**src/rtl/plep_pkg.sv**
```systemverilog
// ----------------------------------------------------------------------------
// Port list expression parser package
// Shared types, character codes and command codes for the parser core.
// ----------------------------------------------------------------------------
package plep_pkg;

   localparam int MAP_DEPTH = 8192;
   localparam int MAP_AW = $clog2(MAP_DEPTH);
   localparam logic [16:0] PORT_LIMIT = 17'd65536;
   localparam logic [19:0] RADIX = 20'd10;
   localparam logic [2:0] BIT_MASK = 3'd7;

   localparam logic [1:0] OP_REPLACE = 2'd0;
   localparam logic [1:0] OP_EXTEND = 2'd1;
   localparam logic [1:0] OP_QUERY = 2'd2;
   localparam logic [1:0] OP_NONE = 2'd3;

   localparam logic KIND_DONE = 1'b0;
   localparam logic KIND_QUERY = 1'b1;

   localparam logic [7:0] CH_NUL = 8'h00;
   localparam logic [7:0] CH_SEP = 8'h2C;
   localparam logic [7:0] CH_DASH = 8'h2D;
   localparam logic [7:0] CH_PLUS = 8'h2B;
   localparam logic [7:0] CH_SPACE = 8'h20;
   localparam logic [7:0] CH_TAB = 8'h09;
   localparam logic [7:0] CH_CR = 8'h0D;
   localparam logic [7:0] CH_ZERO = 8'h30;
   localparam logic [7:0] CH_NINE = 8'h39;

   typedef struct packed {
      logic [1:0] op;
      logic [7:0] ch;
      logic last;
      logic [15:0] port;
   } req_type;

   typedef struct packed {
      logic kind;
      logic ok;
      logic [15:0] count;
      logic hit;
   } rsp_type;

   typedef enum logic [2:0] {
      PH_IDLE,
      PH_SEG_EMPTY,
      PH_LEAD,
      PH_SIGN,
      PH_DIGITS
   } phase_type;

   typedef enum logic [2:0] {
      SC_CLEAR,
      SC_COPY,
      SC_FILL,
      SC_QUERY,
      SC_COMMIT
   } scmd_type;

   typedef struct packed {
      logic valid;
      scmd_type kind;
      logic [15:0] lo;
      logic [15:0] hi;
      logic [15:0] port;
   } store_req_type;

   typedef struct packed {
      logic busy;
      logic done;
      logic hit;
      logic [15:0] added;
   } store_rsp_type;

   typedef struct packed {
      logic start;
      logic step;
      logic fin;
      logic close;
   } scan_ctl_type;

   typedef struct packed {
      phase_type phase;
      logic err;
      logic seen;
      logic split;
      logic seg_ok;
      logic [16:0] lo;
      logic [16:0] hi;
   } scan_stat_type;

endpackage

```
**src/rtl/plep_scan.sv**
```systemverilog
// ----------------------------------------------------------------------------
// Port list expression scanner
// Character-level parse state: phase, number accumulators and error flags.
// ----------------------------------------------------------------------------
module plep_scan
   import plep_pkg::*;
(
   input logic clock,
   input logic reset,
   input scan_ctl_type ctl,
   input logic [7:0] ch,
   output scan_stat_type stat
);

   phase_type phase_ff, phase_in;
   logic [16:0] first_ff, first_in;
   logic [16:0] cur_ff, cur_in;
   logic err_ff, err_in;
   logic dash_ff, dash_in;
   logic seen_ff, seen_in;

   logic [19:0] acc;
   logic [16:0] acc_sat;
   logic is_space;
   logic is_digit;
   logic lead_ok;
   logic [16:0] lo;

   assign is_space = (ch == CH_SPACE) || (ch >= CH_TAB && ch <= CH_CR);
   assign is_digit = (ch >= CH_ZERO) && (ch <= CH_NINE);
   assign lead_ok = (phase_ff == PH_SEG_EMPTY) || (phase_ff == PH_LEAD);
   assign acc = 20'(cur_ff) * RADIX + 20'(ch - CH_ZERO);
   assign acc_sat = (acc > 20'(PORT_LIMIT)) ? PORT_LIMIT : acc[16:0];
   assign lo = dash_ff ? first_ff : cur_ff;

   assign stat.phase = phase_ff;
   assign stat.err = err_ff;
   assign stat.seen = seen_ff;
   assign stat.lo = lo;
   assign stat.hi = cur_ff;
   assign stat.split = !err_ff && (phase_ff != PH_SEG_EMPTY);
   assign stat.seg_ok = (phase_ff == PH_DIGITS) && (lo != '0) && (cur_ff != '0)
      && (lo < PORT_LIMIT) && (cur_ff < PORT_LIMIT) && (cur_ff >= lo);

   always_comb begin
      phase_in = phase_ff;
      first_in = first_ff;
      cur_in = cur_ff;
      err_in = err_ff;
      dash_in = dash_ff;
      seen_in = seen_ff;
      if (ctl.start || ctl.close) begin
         phase_in = ctl.start ? PH_SEG_EMPTY : PH_IDLE;
         first_in = '0;
         cur_in = '0;
         err_in = 1'b0;
         dash_in = 1'b0;
         seen_in = 1'b0;
      end else if (ctl.fin) begin
         if (stat.seg_ok) begin
            phase_in = PH_SEG_EMPTY;
            first_in = '0;
            cur_in = '0;
            dash_in = 1'b0;
         end else begin
            err_in = 1'b1;
         end
      end else if (ctl.step && !err_ff && ch != CH_SEP) begin
         if (phase_ff == PH_SEG_EMPTY) begin
            seen_in = 1'b1;
         end
         if (ch == CH_DASH) begin
            if (dash_ff || phase_ff != PH_DIGITS) begin
               err_in = 1'b1;
            end else begin
               first_in = cur_ff;
               cur_in = '0;
               dash_in = 1'b1;
               phase_in = PH_LEAD;
            end
         end else if (is_space) begin
            if (lead_ok) begin
               phase_in = PH_LEAD;
            end else begin
               err_in = 1'b1;
            end
         end else if (ch == CH_PLUS) begin
            if (lead_ok) begin
               phase_in = PH_SIGN;
            end else begin
               err_in = 1'b1;
            end
         end else if (is_digit) begin
            cur_in = acc_sat;
            phase_in = PH_DIGITS;
         end else begin
            err_in = 1'b1;
         end
      end
   end

   always_ff @(posedge clock) begin
      if (reset) begin
         phase_ff <= PH_IDLE;
         first_ff <= '0;
         cur_ff <= '0;
         err_ff <= 1'b0;
         dash_ff <= 1'b0;
         seen_ff <= 1'b0;
      end else begin
         phase_ff <= phase_in;
         first_ff <= first_in;
         cur_ff <= cur_in;
         err_ff <= err_in;
         dash_ff <= dash_in;
         seen_ff <= seen_in;
      end
   end

endmodule

```
**config.mk**
```make
export PLATFORM = sky130hd
export DESIGN_NAME = plep_scan
export DESIGN_NICKNAME = d
export VERILOG_FILES = /design/src/rtl/plep_pkg.sv /design/src/rtl/plep_scan.sv
export SDC_FILE = /design/constraint.sdc
export NUM_CORES = 1
export LEC_CHECK = 0
export BUFFER_PORTS_ARGS = -buffer_cell sky130_fd_sc_hd__buf_2
export CORE_ASPECT_RATIO = 0.6
export CORE_MARGIN = 2
export CORE_UTILIZATION = 52
export DETAILED_ROUTE_END_ITERATION = 7
export PLACE_DENSITY = 0.76
export SLEW_MARGIN = 25
export SYNTH_ARGS = -nofsm -noshare
export SYNTH_HDL_FRONTEND = slang
export SYNTH_SLANG_ARGS = --single-unit
```
**constraint.sdc**
```tcl
create_clock -name clock -period 4.7 [get_ports clock]
set_input_delay 0.705 -clock clock [delete_from_list [all_inputs] [get_ports clock]]
set_output_delay 0.705 -clock clock [all_outputs]
set_load 0.01 [all_outputs]
```
=== After elaboration in Yosys (flattened, before gate mapping) ===
Index checks and enable logic that the tools add are counted.

* Input port bits: 14
* Output and inout bits: 41
* Bits in registers: 40
* Logic and storage cells: 107

* Add/subtract/negate cells: 2
* Muxes and demuxes: 40
* Reductions and logical operators: 28
* Equality and inequality tests: 21
* Bitwise gates (word level): 1
* Order comparisons: 8
* $mul: 1

{| class="wikitable"
|+ Operators with widths
! operator !! count
|-
| $mux W17 || 14
|-
| $lt A17 B17 Y1 const B || 2
|-
| $reduce_bool A17 Y1 || 2
|-
| $mux W3 || 11
|-
| $eq A8 B6 Y1 const B || 3
|-
| $add A20 B20 Y20 || 1
|-
| $gt A20 B17 Y1 const B || 1
|-
| $mul A17 B3 Y19 const B || 1
|-
| $ge A17 B17 Y1 || 1
|-
| $mux W1 || 15
|-
| $reduce_and A6 Y1 || 2
|-
| $logic_and A1 B1 Y1 || 10
|-
| $ne A3 B3 Y1 const B || 3
|-
| $sub A8 B6 Y9 const B || 1
|-
| $ge A8 B4 Y1 const B || 1
|-
| $ge A8 B6 Y1 const B || 1
|-
| $le A8 B4 Y1 const B || 1
|-
| $le A8 B6 Y1 const B || 1
|-
| $ne A8 B6 Y1 const B || 1
|-
| $reduce_and A4 Y1 || 2
|-
| $ne A3 B1 Y1 const B || 2
|-
| $ne A3 B2 Y1 const B || 2
|-
| $reduce_bool A3 Y1 || 2
|-
| $reduce_bool A6 Y1 || 1
|-
| 15 further kinds || 20
|}

=== Longest topological paths before layout ===
Gate-level depths: netlist (run 1).

* Word-level depth: 10
* Mapped depth: 20
* Mapped depth without buffers: 20

=== Least setup slack after synthesis (run 1) ===
No wires, ideal clock.

* Path kind: reg2reg
* From: register cur_ff[1]
* To: register cur_ff[4]
* Cell stages (with the launch flop): 20
* Required time: 4.630 ns
* Clock period less this slack: 4.747 ns
* Path slack: -0.047 ns
* Library setup time: 0.070 ns
* Path buffers: 1
* Data arrival time: 4.677 ns
* Cells stage by stage: dfxtp_1 -> ha_1 -> ha_1 -> fa_1 -> a21o_1 -> a21oi_1 -> o21bai_1 -> a211o_1 -> a31oi_1 -> xnor2_1 -> ha_1 -> clkbuf_2 -> nand4_1 -> a21oi_1 -> a21oi_1 -> o21a_1 -> nor4_1 -> a41oi_1 -> or4_4 -> o2bb2ai_1

* Longest elaborated chain between the ends: 10
* Elaborated cells on any way between the ends: 23
* Those cells by class: 1 x add/sub; 1 x mul; 4 x order compare; 1 x eq/ne; 8 x mux; 8 x reduce/logical

{| class="wikitable"
|+ RTL lines
! element !! line !! text
|-
| start: declaration || plep_scan.sv:17 || <nowiki>logic [16:0] cur_ff, cur_in;</nowiki>
|-
| start signal: assignment || plep_scan.sv:113 || <nowiki>cur_ff <= cur_in;</nowiki>
|-
| $mul A17 B3 Y19 || plep_scan.sv:32 || <nowiki>assign acc = 20'(cur_ff) * RADIX + 20'(ch - CH_ZERO);</nowiki>
|-
| $add A20 B20 Y20 || plep_scan.sv:32 ||
|-
| $gt A20 B17 Y1 || plep_scan.sv:33 || <nowiki>assign acc_sat = (acc > 20'(PORT_LIMIT)) ? PORT_LIMIT : acc[16:0];</nowiki>
|-
| $mux W17 || plep_scan.sv:33 ||
|-
| $mux W17 || plep_scan.sv:93 || <nowiki>end else if (is_digit) begin</nowiki>
|-
| $mux W17 || plep_scan.sv:87 || <nowiki>end else if (ch == CH_PLUS) begin</nowiki>
|-
| $mux W17 || plep_scan.sv:81 || <nowiki>end else if (is_space) begin</nowiki>
|-
| $mux W17 || plep_scan.sv:72 || <nowiki>if (ch == CH_DASH) begin</nowiki>
|-
| $mux W17 || plep_scan.sv:68 || <nowiki>end else if (ctl.step && !err_ff && ch != CH_SEP) begin</nowiki>
|-
| $mux W17 || plep_scan.sv:59 || <nowiki>end else if (ctl.fin) begin</nowiki>
|}

Several ways; a longest one is shown, not always the timed one. The select of a mux whose other input is x is not followed.
A chain may end at the register's enable or synchronous reset.

=== Final worst setup path (run 1) ===
* From: register cur_ff[7]
* To: register cur_ff[6]

Same word-level chain as after synthesis.

==> results.md, run 1 <==
* CP Class: reg -> reg
* Post-Syn Area at 4290 um2
* Total length of routed wires at 13.4 mm
* P_leak at 2.60 nW
* Clk pin slew, worst setup/hold paths at 0.06 ns
* Share of layout cells above drive strength 1 at 27.2%
* Initial Utilization at 54.0%
* CTS sink cnt at 40
* Critical path peak fanout at 5
* Total track usage at 28.4%
* Slew headroom at 31.9%
* Final setup violating endpoints at 11
* Post-route ant nets at 0
* Final net count at 679
* Peak supply drop at 0.123 mV
* Setup_tns at -0.856 ns
* Placement row count at 25
* Failing checks: negative setup slack
* #FFs+latches synth at 40
* Cell variety after synth at 69
* Vias per cell at 6.26
* Worst R2R Setup Slack at -0.13 ns
* Worst r2r src: cur_ff[7]
* Startpoint types: register
* Die Ht at 74.4 um
* First-pass GRT wire length at 20.1 mm
* Hold Worst Slack at 0.477 ns
* Peak Freq at 207 MHz
* Yosys warning count at 0
* R2R Path End: cur_ff[6]
* Worst Setup SP: cur_ff[7]
* WL/cell at 19.1 um
* CTS tree: done
* Hold WC Path Type: reg -> reg
* Bufs on Longest Clock Path at 2
* Prevailing post-synth register cell: dfxtp_1
* Largest net degree at the start of global routing at 24
* Die Width at 121 um
* Final setup margin at -0.133 ns
* Critical path arrival at 5.05 ns
* Total number of vias at 4385
* Number of max-cap violations at 0
* Worst endpoint required time at 4.92 ns
* Hold depth at 2
* Commonest cells after routing, fill and taps aside: 64 x ha_1, 54 x buf_2, 42 x nor2_1
* CTS H-tree lvls at 2
* Commonest non-fill, non-tap cell in the layout: ha_1
* Share of synthesized registers carrying an async set or reset at 0%
* P per Cell Area at 164 nW/um2
* Worst-Skew Late Latency at 0.29 ns
* Max-slew violations at 0
* Avg Inst Size Synth at 8.40 um2
* Capturing element type of the critical path: register
* Layout area overhead at 25.9%
* RSZ-0062 raised after global routing: yes
* DR iter-0 viols at 315
* Die area at 9020 um2
* Final Hold Fails at 0
* DRC at 0
* Setup Skew at 0.00895 ns
* Port bufs at 54
* HP Start: seen_ff
* # IOs at 55
* Outcome: finished with violations
* Setup WS pre-CTS at -0.351 ns
* CTS Root Buffer Type: clkbuf_16
* Worst hold endpoint: seen_ff
* Sequential fraction of the synthesis area at 18.6%
* Core area at 7950 um2
* HPWL reported at the end of detailed placement at 9.67 mm
* GPL Wtd Cong at 0.917
* Crit path time final at 4.83 ns
* Pre-antenna DRT Iters at 5
* Antenna Cells at 0
* Worst slew pin tran at 1.02 ns
* Post-synthesis cell count at 511
* Post-synth EDFFs at 0
* Final Cycle Share at 103%
* Vias in the first global route at 3901
* Total grt overflow at 0
* Worst R2R Path Depth at 17
* Final Util at 68.0%
* Post-cts hold buffer count at 0
* Initial antenna violation count at 0
* Inserted Clock Buffers at 5
* Synthesized Nets at 598
## cell usage after synthesis (4+ instances only)
cell	instances	share of area, %
clkbuf_1	9	0.79
nor3_1	9	1.0
a21o_1	7	1.2
dfxtp_1	40	19
mux2i_1	19	4.4
nand2_1	23	2.0
o21ai_0	18	2.1
o2bb2ai_1	7	1.4
xnor2_1	20	4.1
nand3_1	7	0.82
xor2_1	9	1.8
and3_1	7	1.0
o31ai_1	6	1.0
nor2_1	42	3.7
inv_1	35	3.1
a22o_1	11	2.2
buf_2	4	0.47
a211oi_1	9	1.6
nor4_1	9	1.3
o211ai_1	11	1.9
a21oi_1	38	4.4
nand4_1	5	0.73
o2111a_1	4	1.0
o21bai_1	5	0.87
a22oi_1	17	3.0
ha_1	71	21
## through the flow
step,cell area [um2],std cells,power [mW]
2_1_floorplan,4300,511,0.419
3_3_place_gp,4810,682,0.451
3_5_place_dp,4810,682,0.455
4_1_cts,5080,693,0.873
5_1_grt,5410,701,0.914
6_report,5410,701,0.888
## how the worst max path moves through the flow
stage                endpoint  slack [ns]  cells past startpoint
global placement    cur_ff[1]       -0.15                     20
detailed placement  cur_ff[1]       -0.35                     20
floorplan           cur_ff[4]        0.07                     19
finish              cur_ff[6]       -0.13                     17
CTS                 cur_ff[8]       0.008                     20
global route        cur_ff[9]       -0.25                     17
## what timing repair did
action,CTS,global route
resized for setup,14,40
setup endpoints to repair,16,17
pin swaps,9,25
gates cloned,0,0
setup buffers,3,8
## metal layers
metal  GRT usage [%]  share of wire, %  up-vias
li1                -                 -     2103
met1            43.1                47     2052
met2            42.3                43      215
met3            4.37               8.9       15
met4            5.75               1.3        0
met5               0                 0        -
## state kept, by name, summed over array words and instances, names as in the netlist
name      count
cur_ff       17
dash_ff       1
err_ff        1
first_ff     17
phase_ff      3
seen_ff       1
## cells by family after synthesis
group | count (synthesis) | share of synthesized area (%)
mux | 20 | 4.69
fa+ha+maj | 73 | 21.6
xor+xnor | 29 | 5.92
buf+inv | 55 | 5.68
compound gates | 163 | 27.4
flops | 40 | 18.6
simple gates | 131 | 16.0
## area by class of cell
class	instances	area, um2
sequential	40	805
clock inverter	1	30.0
fill	630	2540
tap	108	135
inverter	35	131
timing repair buffer	94	571
clock buffer	7	153
multi-input combinational	416	3580
## worst max-delay path: stages (launching register included)
cell and delay [ns]:
dfxtp_1 0.45, buf_4 0.19, ha_1 0.25, ha_1 0.34, or2_2 0.35, o31a_1 0.12
o31ai_1 0.08, buf_4 0.19, o21ai_0 0.10, xor2_1 0.29, ha_1 0.35, o21ai_2 0.25
nor2b_2 0.39, nor3_1 0.15, nor4_4 0.33, a41oi_4 0.15, or4_4 0.64, o2bb2ai_2 0.16
## report_power, final
part | switching, mW | total (mW) | internal, mW
Combinational | 0.0757 | 0.128 | 0.0526
Sequential | 0.00143 | 0.341 | 0.340
Clock | 0.139 | 0.418 | 0.280
Total | 0.216 | 0.888 | 0.672
Power figures use the tool's default switching activity.
==> run 2: changes to the inputs <==
--- a/config.mk
+++ b/config.mk
@@ -8,9 +8,9 @@
 export BUFFER_PORTS_ARGS = -buffer_cell sky130_fd_sc_hd__buf_2
 export CORE_ASPECT_RATIO = 0.6
 export CORE_MARGIN = 2
-export CORE_UTILIZATION = 52
+export CORE_UTILIZATION = 54
 export DETAILED_ROUTE_END_ITERATION = 7
-export PLACE_DENSITY = 0.76
+export PLACE_DENSITY = 0.78
 export SLEW_MARGIN = 25
 export SYNTH_ARGS = -nofsm -noshare
 export SYNTH_HDL_FRONTEND = slang
==> results.md, run 2 (synthesized netlist as in run 1, its figures left out) <==
* Worst R2R Path Depth at 18 (+1)
* Inserted Clock Buffers at 5 (unchanged)
* Capturing element type of the critical path: register
* Fill cells at 593 (-5.9%)
* Worst slew pin tran at 1.01 ns (-0.00840 ns)
* Final net count at 682 (+0.44%)
* Die Width at 119 um (-1.8%)
* Vias in the first global route at 3936 (+0.90%)
* Clk pin slew, worst setup/hold paths at 0.06 ns (about the same)
* P_leak at 2.61 nW (+0.34%)
* Crit-path slowest cell: or4_4
* Peak Freq at 206 MHz (-0.51%)
* First-pass GRT wire length at 20.2 mm (+0.51%)
* Post-route ant nets at 0 (unchanged)
* Core area at 7790 um2 (-2.0%)
* GPL Wtd Cong at 0.956 (+4.2%)
* Finished Cell Area at 5350 um2 (-1.1%)
* DRC at 0 (unchanged)
* Hold depth at 2 (unchanged)
* Setup Skew at 0.00423 ns (-0.00472 ns)
* Commonest non-fill, non-tap cell in the layout: ha_1
* Biggest regs: cur_ff x17, first_ff x17, phase_ff x3
* Multi-input gate area at 3500 um2 (-2.3%)
* Total grt overflow at 0 (unchanged)
* Peak supply drop at 0.232 mV (+88%)
* Share of layout cells above drive strength 1 at 25.9% (-1.3 points)
* Post-cts hold buffer count at 0 (unchanged)
* CTS tree: done
* Final setup violating endpoints at 16 (+5)
* CTS Root Buffer Type: clkbuf_16
* Biggest cell delay along the critical path at 0.66 ns (+0.02 ns)
* Vias per cell at 6.41 (+2.5%)
* Total number of vias at 4509 (+2.8%)
* Critical path peak fanout at 5 (unchanged)
* P per Cell Area at 170 nW/um2 (+3.3%)
* Worst endpoint required time at 4.92 ns (about the same)
* WL/cell at 18.9 um (-0.87%)
* Worst-Skew Late Latency at 0.28 ns (about the same)
* Outcome: finished with violations
* Layout area overhead at 24.5%
* Final Util at 68.7% (+0.63 points)
* Pwr Total at 0.908 mW (+2.2%)
* Bufs on Longest Clock Path at 2 (unchanged)
* Final Cycle Share at 103% (+0.53 points)
* Total track usage at 29.2% (+0.82 points)
* Post-Place Cell Area at 4850 um2 (+0.78%)
* Largest net degree at the start of global routing at 24 (unchanged)
* Pre-antenna DRT Iters at 5 (unchanged)
* Initial antenna violation count at 0 (unchanged)
* Die area at 8710 um2 (-3.5%)
* DR iter-0 viols at 457 (+45%)
* Setup WS pre-CTS at -0.192 ns (+0.160 ns)
* Hold WC Path Type: reg -> reg
* Final Hold Fails at 0 (unchanged)
* Crit path time final at 4.86 ns (+0.0248 ns)
* Critical-path cell list: ha_4 -> ha_4 -> fa_2 -> a21o_1 -> a21oi_2 -> o21bai_1 -> a211o_1 -> a31oi_2 -> o21bai_1 -> xor2_1 -> ha_1 -> nor3b_2 -> a222oi_1 -> o21ai_1 -> a311oi_2 -> a41oi_2 -> or4_4 -> o2bb2ai_4
* Port bufs at 54 (unchanged)
* # IOs at 55 (unchanged)
* Hold Worst Slack at 0.476 ns (-0.000769 ns)
* CTS sink cnt at 40 (unchanged)
* Failing checks: negative setup slack
* Critical path arrival at 5.07 ns (+0.02 ns)
* Startpoint types: register
* Placement row count at 25 (unchanged)
* FF/Latch Area at 803 um2 (-0.16%)
* RSZ-0062 raised after global routing: yes
* Antenna Cells at 0 (unchanged)
* Final setup margin at -0.158 ns (-0.0248 ns)
* Number of max-cap violations at 0 (unchanged)
* Slew headroom at 32.5% (+0.56 points)
* Max-slew violations at 0 (unchanged)
* Commonest cells after routing, fill and taps aside: 67 x ha_1, 54 x buf_2, 43 x buf_4
* Die Ht at 73.1 um (-1.8%)
* CP Class: reg -> reg
* HPWL reported at the end of detailed placement at 9.78 mm (+1.2%)
* CTS H-tree lvls at 2 (unchanged)
* Total length of routed wires at 13.3 mm (-0.58%)
* Initial Utilization at 55.1% (+1.1 points)
==> run 2: changes by cell type in the layout (fill, tap and decap cells not counted), moves of 2 or more <==
cell      previous run  this run
a211oi_2             3         5
clkbuf_8             2         0
o31ai_1              4         6
a211oi_1             8         6
ha_1                64        67
a21oi_2              7         4
ha_4                 5         3
a21oi_1             30        34
o31ai_4              2         0
buf_4               40        43
==> run 2: layer usage <==
layer | wire [um] | GRT usage [%] | share of wire (%) | up-vias
met5 | 0 | 0 | 0 | -
met4 | 124 | 5.95 | 0.93 | 0
li1 | - | - | - | 2114
met1 | 6290 | 44.6 | 47 | 2154
met2 | 5740 | 42.9 | 43 | 222
met3 | 1160 | 4.53 | 8.7 | 19
==> run 2: metrics by stage <==
stage	std cells	setup TNS, ns
finish	703	-1.47
CTS	699	0
detailed placement	687	-2.37
global placement	687	-0.914
floorplan	511	0
global route	703	-4.82
==> run 2: critical path: cells and delay by family (launching register included) <==
| kind | cells | cell delay, ns |
|---|---|---|
| AO/OA/AOI/OAI | 11 | 2.21 |
| adder cells (fa/ha/maj) | 4 | 1.14 |
| AND/OR/NAND/NOR | 2 | 0.85 |
| flip-flops | 1 | 0.35 |
| XOR/XNOR | 1 | 0.25 |
==> run 2: power breakdown <==
group	internal [mW]	switching [mW]	total, mW
sequential	0.340	0.00150	0.341
combinational	0.0506	0.0732	0.124
clock	0.301	0.141	0.443
==> run 2: worst paths after layout <==
check / slack, ns / start / endpoint
min reg2reg: 0.48 / seen_ff / seen_ff
max: -0.16 / cur_ff[1] / cur_ff[8]
min: 0.48 / seen_ff / seen_ff
max reg2reg: -0.16 / cur_ff[1] / cur_ff[8]
==> run 2: final cells by class <==
cell class | instances | area share (%)
Clock inverter | 2 | 1.12
Tap cell | 108 | 2.53
Inverter | 35 | 2.46
Clock buffer | 5 | 2.34
Sequential cell | 40 | 15.0
Multi-Input combinational cell | 416 | 65.4
Timing Repair Buffer | 97 | 11.1
==> run 2: timing repair <==
item	CTS	global route
pin swaps	13	20
hold endpoints to repair	0	0
resized for setup	18	23
cloned	0	0
setup endpoints to repair	16	17
buffers inserted	5	4
